**src/rtl/rmc_pkg.sv**
```systemverilog
// Shared types, constants and decode functions for the RMC field extractor.
// No dependencies.
`default_nettype none

package rmc_pkg;

	localparam int unsigned LINE_MAX_DEF    = 128;
	localparam int unsigned FIELD_CHARS_DEF = 16;

	localparam logic [7:0] CH_LF    = 8'h0A;
	localparam logic [7:0] CH_COMMA = 8'h2C;
	localparam logic [7:0] CH_DOT   = 8'h2E;

	localparam logic [7:0] PREFIX_LEN  = 8'd6;
	localparam logic [7:0] MATCH_MIN   = 8'd7;
	localparam logic [7:0] COUNT_SAT   = 8'd255;
	localparam logic [3:0] FLD_LAST    = 4'd11;

	localparam logic KIND_CHAR = 1'b0;
	localparam logic KIND_END  = 1'b1;

	localparam logic [3:0] FID_TIME   = 4'd0;
	localparam logic [3:0] FID_STATUS = 4'd1;
	localparam logic [3:0] FID_LAT    = 4'd2;
	localparam logic [3:0] FID_NS     = 4'd3;
	localparam logic [3:0] FID_LON    = 4'd4;
	localparam logic [3:0] FID_EW     = 4'd5;
	localparam logic [3:0] FID_SPEED  = 4'd6;
	localparam logic [3:0] FID_COURSE = 4'd7;
	localparam logic [3:0] FID_MAGVAR = 4'd8;

	typedef struct packed {
		logic       kind;
		logic [3:0] field_id;
		logic [3:0] position;
		logic [7:0] char_value;
		logic       overlong;
	} rmc_res_t;

	typedef struct packed {
		logic       keep_f;
		logic       multi;
		logic [3:0] id;
	} rmc_fmap_t;

	function automatic logic [7:0] prefix_char(input logic [2:0] idx);
		logic [7:0] c;
		unique case (idx)
			3'd0:    c = 8'h24; // $
			3'd1:    c = 8'h47; // G
			3'd2:    c = 8'h50; // P
			3'd3:    c = 8'h52; // R
			3'd4:    c = 8'h4D; // M
			3'd5:    c = 8'h43; // C
			default: c = 8'h00;
		endcase
		return c;
	endfunction

	// comma count -> output field
	function automatic rmc_fmap_t field_map(input logic [3:0] fnum);
		rmc_fmap_t m;
		m = '{keep_f: 1'b1, multi: 1'b0, id: FID_TIME};
		unique case (fnum)
			4'd1:    m = '{keep_f: 1'b1, multi: 1'b1, id: FID_TIME};
			4'd2:    m = '{keep_f: 1'b1, multi: 1'b0, id: FID_STATUS};
			4'd3:    m = '{keep_f: 1'b1, multi: 1'b1, id: FID_LAT};
			4'd4:    m = '{keep_f: 1'b1, multi: 1'b0, id: FID_NS};
			4'd5:    m = '{keep_f: 1'b1, multi: 1'b1, id: FID_LON};
			4'd6:    m = '{keep_f: 1'b1, multi: 1'b0, id: FID_EW};
			4'd7:    m = '{keep_f: 1'b1, multi: 1'b1, id: FID_SPEED};
			4'd8:    m = '{keep_f: 1'b1, multi: 1'b1, id: FID_COURSE};
			4'd10:   m = '{keep_f: 1'b1, multi: 1'b1, id: FID_MAGVAR};
			default: m = '{keep_f: 1'b0, multi: 1'b0, id: FID_TIME};
		endcase
		return m;
	endfunction

endpackage

`default_nettype wire

```
**src/rtl/nmea_rmc_field_extractor.sv**
```systemverilog
// Top level of the RMC field extractor: input register, parser, result register.
// Depends on rmc_pkg, rmc_parse, rmc_out_reg.
//
//  channel | handshake            | payload
//  --------+----------------------+---------------------------------------------
//  in      | in_valid / in_stall  | rx_byte
//  out     | out_valid / out_stall| kind, field_id, position, char_value, overlong
//
// One byte per cycle while in_stall is low; a character's result waits in the parser
// and loads into the result register when the next byte steps, a line end's on its own step.
// The parser consumes a byte from the input register when it yields no result or
// the result register is free; out_stall thus reaches in_stall in the same cycle.
// arst_n clears all control state and restarts the line; no clearing pass.
`default_nettype none

module nmea_rmc_field_extractor #(
	parameter int unsigned LINE_MAX    = rmc_pkg::LINE_MAX_DEF,
	parameter int unsigned FIELD_CHARS = rmc_pkg::FIELD_CHARS_DEF
) (
	input  wire logic       clk,
	input  wire logic       arst_n,
	input  wire logic       in_valid,
	output logic            in_stall,
	input  wire logic [7:0] rx_byte,
	output logic            out_valid,
	input  wire logic       out_stall,
	output logic            kind,
	output logic [3:0]      field_id,
	output logic [3:0]      position,
	output logic [7:0]      char_value,
	output logic            overlong
);
	import rmc_pkg::*;

	logic       valid_s1;
	logic [7:0] byte_s1;
	logic       res_valid;
	rmc_res_t   res;
	rmc_res_t   res_q;
	logic       out_free;
	logic       go_s1;

	assign go_s1    = valid_s1 && (!res_valid || out_free);
	assign in_stall = valid_s1 && !go_s1;

	always_ff @(posedge clk or negedge arst_n) begin
		if (!arst_n) begin
			valid_s1 <= 1'b0;
		end else if (!in_stall) begin
			valid_s1 <= in_valid;
		end
	end

	always_ff @(posedge clk) begin
		if (in_valid && !in_stall)
			byte_s1 <= rx_byte;
	end

	rmc_parse #(
		.LINE_MAX   (LINE_MAX),
		.FIELD_CHARS(FIELD_CHARS)
	) u_parse (
		.clk      (clk),
		.arst_n   (arst_n),
		.step     (go_s1),
		.rx_byte  (byte_s1),
		.res_valid(res_valid),
		.res      (res)
	);

	rmc_out_reg u_out (
		.clk   (clk),
		.arst_n(arst_n),
		.load  (go_s1 && res_valid),
		.res   (res),
		.stall (out_stall),
		.valid (out_valid),
		.free  (out_free),
		.res_q (res_q)
	);

	assign kind       = res_q.kind;
	assign field_id   = res_q.field_id;
	assign position   = res_q.position;
	assign char_value = res_q.char_value;
	assign overlong   = res_q.overlong;

	a_stall_needs_item: assert property (@(posedge clk) disable iff (!arst_n)
		in_stall |-> valid_s1)
		else $error("in_stall raised with empty input register");

	a_no_overwrite: assert property (@(posedge clk) disable iff (!arst_n)
		(go_s1 && res_valid) |-> !(out_valid && out_stall))
		else $error("result register overwritten while stalled");

	a_end_clean: assert property (@(posedge clk) disable iff (!arst_n)
		(out_valid && kind == KIND_END) |->
			(field_id == 4'd0 && position == 4'd0 && char_value == 8'd0))
		else $error("sentence-end request carries character data");

	a_char_no_flag: assert property (@(posedge clk) disable iff (!arst_n)
		(out_valid && kind == KIND_CHAR) |-> (!overlong && field_id <= FID_MAGVAR))
		else $error("malformed field character request");

endmodule

`default_nettype wire

```
**src/rtl/rmc_parse.sv**
```systemverilog
// Per-byte sentence state: prefix match, comma count, field index and held character.
// Depends on rmc_pkg.
`default_nettype none

module rmc_parse #(
	parameter int unsigned LINE_MAX    = rmc_pkg::LINE_MAX_DEF,
	parameter int unsigned FIELD_CHARS = rmc_pkg::FIELD_CHARS_DEF
) (
	input  wire logic             clk,
	input  wire logic             arst_n,
	input  wire logic             step,
	input  wire logic [7:0]       rx_byte,
	output logic                  res_valid,
	output rmc_pkg::rmc_res_t     res
);
	import rmc_pkg::*;

	localparam int unsigned CIW = $clog2(FIELD_CHARS + 1);

	logic [7:0]     line_count_q, line_count_d;
	logic           prefix_ok_q, prefix_ok_d;
	logic [3:0]     field_number_q, field_number_d;
	logic [CIW-1:0] char_index_q, char_index_d;
	logic           held_valid_q, held_valid_d;
	logic [7:0]     held_char_q, held_char_d;
	logic [3:0]     held_field_q, held_field_d;
	logic [3:0]     held_position_q, held_position_d;
	logic           overflow_seen_q, overflow_seen_d;

	logic      is_lf;
	rmc_fmap_t fm;

	assign is_lf = (rx_byte == CH_LF);
	assign fm    = field_map(field_number_q);

	always_comb begin
		if (is_lf) begin
			res_valid = prefix_ok_q && (line_count_q >= MATCH_MIN);
			res       = '{kind: KIND_END, field_id: 4'd0, position: 4'd0,
			              char_value: 8'd0, overlong: overflow_seen_q};
		end else begin
			res_valid = held_valid_q;
			res       = '{kind: KIND_CHAR, field_id: held_field_q,
			              position: held_position_q, char_value: held_char_q,
			              overlong: 1'b0};
		end
	end

	always_comb begin
		line_count_d    = line_count_q;
		prefix_ok_d     = prefix_ok_q;
		field_number_d  = field_number_q;
		char_index_d    = char_index_q;
		held_valid_d    = 1'b0;
		held_char_d     = held_char_q;
		held_field_d    = held_field_q;
		held_position_d = held_position_q;
		overflow_seen_d = overflow_seen_q;
		if (is_lf) begin
			line_count_d    = 8'd0;
			prefix_ok_d     = 1'b1;
			field_number_d  = 4'd0;
			char_index_d    = '0;
			overflow_seen_d = 1'b0;
		end else begin
			if (line_count_q < PREFIX_LEN && rx_byte != prefix_char(line_count_q[2:0]))
				prefix_ok_d = 1'b0;
			if (line_count_q >= 8'(LINE_MAX))
				overflow_seen_d = 1'b1;
			if (line_count_q < COUNT_SAT)
				line_count_d = line_count_q + 8'd1;
			if (rx_byte == CH_COMMA) begin
				if (field_number_q < FLD_LAST)
					field_number_d = field_number_q + 4'd1;
				char_index_d = '0;
			end else if (prefix_ok_d && fm.keep_f
			             && !(field_number_q == 4'd1 && rx_byte == CH_DOT)) begin
				if (!fm.multi) begin
					held_valid_d    = 1'b1;
					held_char_d     = rx_byte;
					held_field_d    = fm.id;
					held_position_d = 4'd0;
				end else if (char_index_q < CIW'(FIELD_CHARS)) begin
					held_valid_d    = 1'b1;
					held_char_d     = rx_byte;
					held_field_d    = fm.id;
					held_position_d = 4'(char_index_q);
					char_index_d    = char_index_q + CIW'(1);
				end
			end
		end
	end

	always_ff @(posedge clk or negedge arst_n) begin
		if (!arst_n) begin
			line_count_q    <= 8'd0;
			prefix_ok_q     <= 1'b1;
			field_number_q  <= 4'd0;
			char_index_q    <= '0;
			held_valid_q    <= 1'b0;
			overflow_seen_q <= 1'b0;
		end else if (step) begin
			line_count_q    <= line_count_d;
			prefix_ok_q     <= prefix_ok_d;
			field_number_q  <= field_number_d;
			char_index_q    <= char_index_d;
			held_valid_q    <= held_valid_d;
			overflow_seen_q <= overflow_seen_d;
		end
	end

	always_ff @(posedge clk) begin
		if (step) begin
			held_char_q     <= held_char_d;
			held_field_q    <= held_field_d;
			held_position_q <= held_position_d;
		end
	end

endmodule

`default_nettype wire

```
**src/rtl/rmc_out_reg.sv**
```systemverilog
// Result register of the RMC field extractor, one request deep.
// Depends on rmc_pkg.
`default_nettype none

module rmc_out_reg (
	input  wire logic              clk,
	input  wire logic              arst_n,
	input  wire logic              load,
	input  wire rmc_pkg::rmc_res_t res,
	input  wire logic              stall,
	output logic                   valid,
	output logic                   free,
	output rmc_pkg::rmc_res_t      res_q
);
	import rmc_pkg::*;

	logic valid_q;

	assign valid = valid_q;
	assign free  = !valid_q || !stall;

	always_ff @(posedge clk or negedge arst_n) begin
		if (!arst_n) begin
			valid_q <= 1'b0;
		end else if (load) begin
			valid_q <= 1'b1;
		end else if (!stall) begin
			valid_q <= 1'b0;
		end
	end

	always_ff @(posedge clk) begin
		if (load)
			res_q <= res;
	end

endmodule

`default_nettype wire
```
**config.mk**
```make
export PLATFORM = sky130hd
export DESIGN_NAME = nmea_rmc_field_extractor
export DESIGN_NICKNAME = d
export VERILOG_FILES = /design/src/rtl/rmc_pkg.sv /design/src/rtl/nmea_rmc_field_extractor.sv /design/src/rtl/rmc_parse.sv /design/src/rtl/rmc_out_reg.sv
export SDC_FILE = /design/constraint.sdc
export NUM_CORES = 1
export LEC_CHECK = 0
export ABC_AREA = 1
export ABC_CLOCK_PERIOD_IN_PS = 4200
export CORE_MARGIN = 1
export CORE_UTILIZATION = 61
export CTS_BUF_LIST = sky130_fd_sc_hd__clkbuf_4 sky130_fd_sc_hd__clkbuf_8
export CTS_CLUSTER_DIAMETER = 150
export DETAILED_ROUTE_END_ITERATION = 8
export DONT_BUFFER_PORTS = 1
export PLACE_DENSITY_LB_ADDON = 0.25
export SLEW_MARGIN = 10
export SYNTH_ARGS = -nofsm -noshare
export SYNTH_HDL_FRONTEND = slang
export SYNTH_HIERARCHICAL = 1
export SYNTH_SLANG_ARGS = --single-unit
```
**constraint.sdc**
```tcl
create_clock -name clk -period 4.2 [get_ports clk]
set_input_delay 0.42 -clock clk [delete_from_list [all_inputs] [get_ports clk]]
set_output_delay 0.42 -clock clk [all_outputs]
set_load 0.005 [all_outputs]
```
Word level (Yosys, flattened, before mapping)

Memory sizes are Yosys's and may differ from the RTL's.
Index checks and enable logic that the tools add are counted.

Memories kept: 1
Register bits: 64
ROM bits: 96
Output and inout bits: 20

Bitwise operators: 2
Reduce and logical (&&, ||, !) cells: 30
Muxes and demuxes: 31
Equal/unequal tests: 12
Add/sub/neg operators: 3
Magnitude comparators: 6

Memory list:

| memory          | depth | bits a word | rd ports | clocked after memory_dff | wr ports | line          | RTL |
|---|---|---|---|---|---|---|---|
| (no name shown) | 16    | 6           | 1        | 0                        | 0        | rmc_pkg.sv:64 | `unique case (fnum)` |

Operator list:

| kind                                                              | number |
|---|---|
| case mux 7 bit (6 select lines)                                   | 1 |
| 2-to-1 mux 8 bit                                                  | 5 |
| 2-to-1 mux 5 bit                                                  | 5 |
| 2-to-1 mux 4 bit                                                  | 6 |
| 2-to-1 mux 18 bit                                                 | 1 |
| == test 8 x 6 -> 1 bit, second input constant                     | 2 |
| 2-to-1 mux 1 bit                                                  | 13 |
| logical AND 1 bit                                                 | 9 |
| nonzero test 3 bit                                                | 3 |
| adder 8 x 1 -> 8 bit, second input constant                       | 1 |
| == test 8 x 4 -> 1 bit, second input constant                     | 1 |
| greater-or-equal comparator 8 x 3 -> 1 bit, second input constant | 1 |
| greater-or-equal comparator 8 bit, second input constant          | 1 |
| less-than comparator 8 x 3 -> 1 bit, second input constant        | 1 |
| less-than comparator 8 bit, second input constant                 | 1 |
| inequality test 8 bit                                             | 1 |
| nonzero test 2 bit                                                | 4 |
| == test 3 x 2 -> 1 bit, second input constant                     | 2 |
| == test 3 bit, second input constant                              | 2 |
| logical NOT 1 bit                                                 | 6 |
| adder 5 x 1 -> 5 bit, second input constant                       | 1 |
| less-than comparator 5 bit, second input constant                 | 1 |
| AND reduction 5 bit                                               | 1 |
| adder 4 x 1 -> 4 bit, second input constant                       | 1 |
| other kinds (11)                                                  | 14 |

Logic depth before layout (Yosys ltp)

Word-level depth: 12
Mapped depth: 15
Mapped depth without buffers: 14

Hierarchy

The synthesis kept the hierarchy.

By module, submodules not included:

| module                   | cells an instance | area an instance (sq um) | instances |
|---|---|---|---|
| rmc_parse                | 289               | 2299.7                   | 1 |
| rmc_out_reg              | 22                | 581.8                    | 1 |
| nmea_rmc_field_extractor | 19                | 309.0                    | 1 |

Worst setup path after synthesis

OpenSTA, ideal clock, no wires.

Path type: register to register
Start point: reg byte_s1[0]
End point: reg u_parse.held_char_q[0], enable pin
Library setup time: 0.388 ns
Path slack: 0.829 ns
Cell stages (with the launch flop): 11
Path buffers: 1
Clock period less this slack: 3.371 ns
Data arrival time: 2.983 ns
Cell sequence: edfxtp_1 inv_2 nand2_1 nor3_2 nand3_2 inv_2 buf_2 o22ai_1 a21boi_0 o211ai_1 nor2_1

Elaborated cells between the ends (all ways): 18
Those cells by class: eq/ne: 4; mux: 3; bitwise: 2; reduce/logical: 9

RTL lines:

| element                              | line                           | RTL |
|---|---|---|
| from (decl)                          | nmea_rmc_field_extractor.sv:36 | `logic [7:0] byte_s1;` |
| from (signal assigned)               | nmea_rmc_field_extractor.sv:56 | `byte_s1 <= rx_byte;` |
| == test 8 x 4 -> 1 bit               | rmc_parse.sv:33                | `assign is_lf = (rx_byte == CH_LF);` |
| 2-to-1 mux 1 bit                     | rmc_parse.sv:37                | `if (is_lf) begin` |
| named net res_valid                  | nmea_rmc_field_extractor.sv:37 | `logic res_valid;` |
| logical NOT 1 bit                    | nmea_rmc_field_extractor.sv:43 | `assign go_s1 = valid_s1 && (!res_valid \|\| out_free);` |
| logical OR 1 bit                     | nmea_rmc_field_extractor.sv:43 |  |
| logical AND 1 bit                    | nmea_rmc_field_extractor.sv:43 |  |
| named net go_s1                      | nmea_rmc_field_extractor.sv:41 | `logic go_s1;` |
| AND reduction 5 bit (no source line) | --                             |  |
| to (signal assigned)                 | rmc_parse.sv:114               | `held_char_q <= held_char_d;` |
| to (decl)                            | rmc_parse.sv:25                | `logic [7:0] held_char_q, held_char_d;` |

The timed path passes the listed nets, and every way through them passes these cells. The select of a mux whose other input is x is not followed.
A chain may end at the register's enable or synchronous reset.

Final worst setup path

Start point: reg byte_s1[0]
End point: reg u_parse.line_count_q[4]

Word-level cells in the longest chain between the ends: 6
Elaborated cells between the ends (all ways): 8
Those cells by class: eq/ne: 1; mux: 2; reduce/logical: 5

RTL lines:

| element                              | line                           | RTL |
|---|---|---|
| == test 8 x 4 -> 1 bit               | rmc_parse.sv:33                |  |
| 2-to-1 mux 1 bit                     | rmc_parse.sv:37                |  |
| named net res_valid                  | nmea_rmc_field_extractor.sv:37 |  |
| logical NOT 1 bit                    | nmea_rmc_field_extractor.sv:43 |  |
| logical OR 1 bit                     | nmea_rmc_field_extractor.sv:43 |  |
| logical AND 1 bit                    | nmea_rmc_field_extractor.sv:43 |  |
| named net go_s1                      | nmea_rmc_field_extractor.sv:41 |  |
| AND reduction 2 bit (no source line) | --                             |  |
| to (signal assigned)                 | rmc_parse.sv:103               | `line_count_q <= line_count_d;` |
| to (decl)                            | rmc_parse.sv:20                | `logic [7:0] line_count_q, line_count_d;` |

The timed path passes the listed nets, and every way through them passes these cells.

==> flow_summary.yaml <==
cts:
  cts_tree: "built"
  numClockSinks: 64
  clk_latency_ps: 340
  path_clk_slew_ps: 70
  cts_max_level: 3
  cts-root-buf: "clkbuf_8"
  cts_setup_buffers: 0
  clk_path_buf_depth: 2
  cts_made_buffers: 9
sta:
  min_period_over_period: 0.691
  grt_setup_unrepaired: "no"
  setup_viol: 0
  worst_slack_ps: 1300
  worst_slew_pin_slew_ps: 983
  fin_skew_ps: 9.26
  timing.setup.tns_ps: 0
  slew_headroom: 0.343
  hold_viol: 0
  min_period_ps: 2900
  max_freq_mhz: 345
  finalMaxSlewViolations: 0
setup_path:
  worstSetupEndpoint: "u_parse/line_count_q[4]$_DFFE_PN0P_"
  start_kind: "flop"
  path_class: "flop to flop"
  cp-startpoint: "byte_s1[0]$_DFFE_PP_"
  cp.arrival_ps: 3120
  cp-end-kind: "flop"
  path_buf_inv: 4
  r2r-end: "u_parse/line_count_q[4]$_DFFE_PN0P_"
  path_depth: 13
  critPathRequiredTime_ps: 4420
  r2r_setup_slack_ps: 1300
  crit_fanout: 28
  rr_startpoint: "byte_s1[0]$_DFFE_PP_"
  worst_path_max_delay_cell: "inv_2"
  cp_cell_sequence: "inv_2, nand2_1, nor3_2, nand3_2, inv_2, o22ai_1, a21boi_0, buf_4, inv_1, a31oi_4, nand3_1, nand2_1, nor2_1"
  reg2reg_depth: 13
  critPathMaxStageDelay_ps: 460
  cp_top_family: "buffers and inverters"
synth:
  yosysMostFrequentCell: "nand2_1"
  synth_edf_count: 42
  syn_avg_cell_area_um2: 9.67
  synthSimpleGateAreaFrac: 0.217
  synth_seq_area_share: 0.568
  synth_commonest_cells: "59 x nand2_1, 53 x inv_1, 42 x edfxtp_1"
  synthXorXnorAreaFrac: 0.0220
  synth_area_um2: 3190
  synth_top_family_by_area: "simple AND/OR/NAND/NOR gates"
  yosys_warnings: 6
  synthArstFlopShare: 0.344
  synth_top_area_cell: "edfxtp_1"
  synthCells: 330
  synthAdderAreaFrac: 0.0431
  synth_area_leaders: "edfxtp_1 40%, dfrtp_1 16%, nand2_1 6.9%"
  yosysTopAreaCellShare: 0.395
  synth_cell_types: 35
  synth_nets: 353
  ys.flop_type: "edfxtp_1"
  synth_mux_area_frac: 0
  synth-compound-area-share: 0.0655
  synth-seq-cells: 64
routing:
  dr.pass1.iters: 4
  wire_per_inst_um: 13.3
  drc_errors: 0
  via_per_inst: 5.23
  num_vias: 2140
  wirelength_um: 5430
  drt-initial-drc-count: 172
  detail-route-antenna-nets: 0
hold_path:
  hold_class: "input pin to flop"
cells_and_area:
  final_area_um2: 3430
  final_cells: 409
  area.growth.synth_to_final_pct: 7.41
  nFillCells: 355
  diodes: 0
  fin_util: 0.702
  final_nets: 360
  drive_above_1_share: 0.114
global_route:
  antenna_found_initial: 0
  grt-ovfl-total: 0
  grt_max_degree: 29
  grt_usage: 0.225
  grt_pass1_wl_um: 9030
  grt_pass1_vias: 1952
floorplan:
  die_w_um: 74.3
  core_area_um2: 4880
  ios: 32
  die_area_um2: 5520
  num_rows: 25
  die_h_um: 74.3
  start_util: 0.654
pwr:
  power.leakage_nw: 1.52
  ir_worst_vdd_mv: 0.353
  power_density_nw_per_um2: 430
flow_run:
  cap_violations: 0
placed_design:
  dp_slack_ps: 1320
  port-buffer-count: 0
  dp_cells: 392
  hpwl_um: 3920
  place_area_um2: 3240
  globalplace.congestion: 0.880
run_status:
  status: "complete, no violations"
==> registers in the layout (all words and copies together), names as in the netlist <==
signal,cells
u_out/res_q,18
byte_s1,8
u_parse/held_char_q,8
u_parse/line_count_q,8
u_parse/char_index_q,5
u_parse/field_number_q,4
u_parse/held_field_q,4
u_parse/held_position_q,4
u_out/valid,1
u_parse/held_valid_q,1
u_parse/overflow_seen_q,1
u_parse/prefix_ok_q,1
valid_s1,1
==> report_power, final <==
group	leakage [nW]	switching, W	internal [W]	total [W]
Sequential	0.681	0.0000497	0.000714	0.000764
Combinational	0.754	0.000156	0.0000884	0.000245
Clock	0.0848	0.000229	0.000234	0.000464
Total	1.52	0.000436	0.00104	0.00147
==> cell usage in the layout, fill, tap and decap left out, drive strengths merged <==
| cell type | netlist | layout |
|---|---|---|
| xnor2 | 1 | 1 |
| o22ai | 3 | 3 |
| clkinvlp | 0 | 3 |
| o21a | 1 | 1 |
| o211ai | 2 | 2 |
| ha | 11 | 11 |
| o21ai | 18 | 18 |
| nand4 | 5 | 5 |
| a21boi | 1 | 1 |
| dfstp | 1 | 1 |
| nor3b | 1 | 1 |
| inv | 57 | 57 |
| clkbuf | 0 | 11 |
| clkinv | 1 | 3 |
| dlygate4sd3 | 0 | 1 |
| nand2 | 66 | 66 |
| o21bai | 1 | 1 |
| o31ai | 1 | 1 |
| a21oi | 4 | 4 |
| dfrtp | 21 | 21 |
| nor2 | 40 | 40 |
| a31oi | 1 | 1 |
| nor3 | 8 | 8 |
| xor2 | 7 | 7 |
| buf | 7 | 2 |
| nand3 | 30 | 30 |
| edfxtp | 42 | 42 |
==> cell type report <==
class | count | area [µm²] | area share
multi-input combinational | 201 | 1110 | 0.323
clock inverter | 5 | 32.5 | 0.00949
sequential | 64 | 1810 | 0.529
inverter | 58 | 219 | 0.0639
timing repair buffer | 3 | 25.0 | 0.00730
clock buffer | 11 | 145 | 0.0424
tap | 67 | 83.8 | 0.0245
==> worst min path at each step <==
| stage | slack (ps) | endpoint | cells past startpoint | startpoint |
|---|---|---|---|---|
| after floorplan | 120 | u_out/valid$_DFFE_PN0P_ | 0 | arst_n |
| after global placement | 120 | u_parse/char_index_q[0]$_DFFE_PN0P_ | 0 | arst_n |
| after detailed placement | 120 | u_parse/char_index_q[0]$_DFFE_PN0P_ | 0 | arst_n |
| after CTS | 160 | byte_s1[7]$_DFFE_PP_ | 0 | rx_byte[7] |
| after global routing | 160 | byte_s1[7]$_DFFE_PP_ | 0 | rx_byte[7] |
| final | 180 | byte_s1[1]$_DFFE_PP_ | 0 | rx_byte[1] |
==> routing by layer <==
| metal | vias up | global-route usage | share of wire |
|---|---|---|---|
| met5 | - | 0 | 0 |
| met4 | 0 | 0.111 | 0.018 |
| met3 | 11 | 0.0447 | 0.033 |
| met2 | 47 | 0.352 | 0.47 |
| met1 | 993 | 0.301 | 0.48 |
| li1 | 1089 | - | - |
==> logic make-up (layout without fill, tap and decap cells) <==
| kind of cell | count (synthesis) | after routing |
|---|---|---|
| fa+ha+maj | 11 | 11 |
| buf+inv | 65 | 77 |
| simple gates | 150 | 150 |
| compound gates | 32 | 32 |
| flops | 64 | 64 |
| xor+xnor | 8 | 8 |
==> timing repair <==
action | CTS | global route
hold buffers | 1 | 0
gates resized for setup | 0 | 0
endpoints found under the setup margin | 0 | 0
endpoints found under the hold margin | 22 | 0
==> stage by stage <==
| step | total power [W] | hold slack [ps] |
|---|---|---|
| 2_1_floorplan | 0.000958 | 124 |
| 3_3_place_gp | 0.00101 | 125 |
| 3_5_place_dp | 0.00101 | 125 |
| 4_1_cts | 0.00148 | 162 |
| 5_1_grt | 0.00155 | 160 |
| 6_report | 0.00147 | 179 |
==> worst register-to-register path: cells and delay by family (launching register included) <==
kind                   cells  cell delay [ps]
buffers and inverters      4              910
flip-flops                 1              430
AND/OR/NAND/NOR            6              660
AO/OA/AOI/OAI              3              780
(Power assumes the default switching activity.)
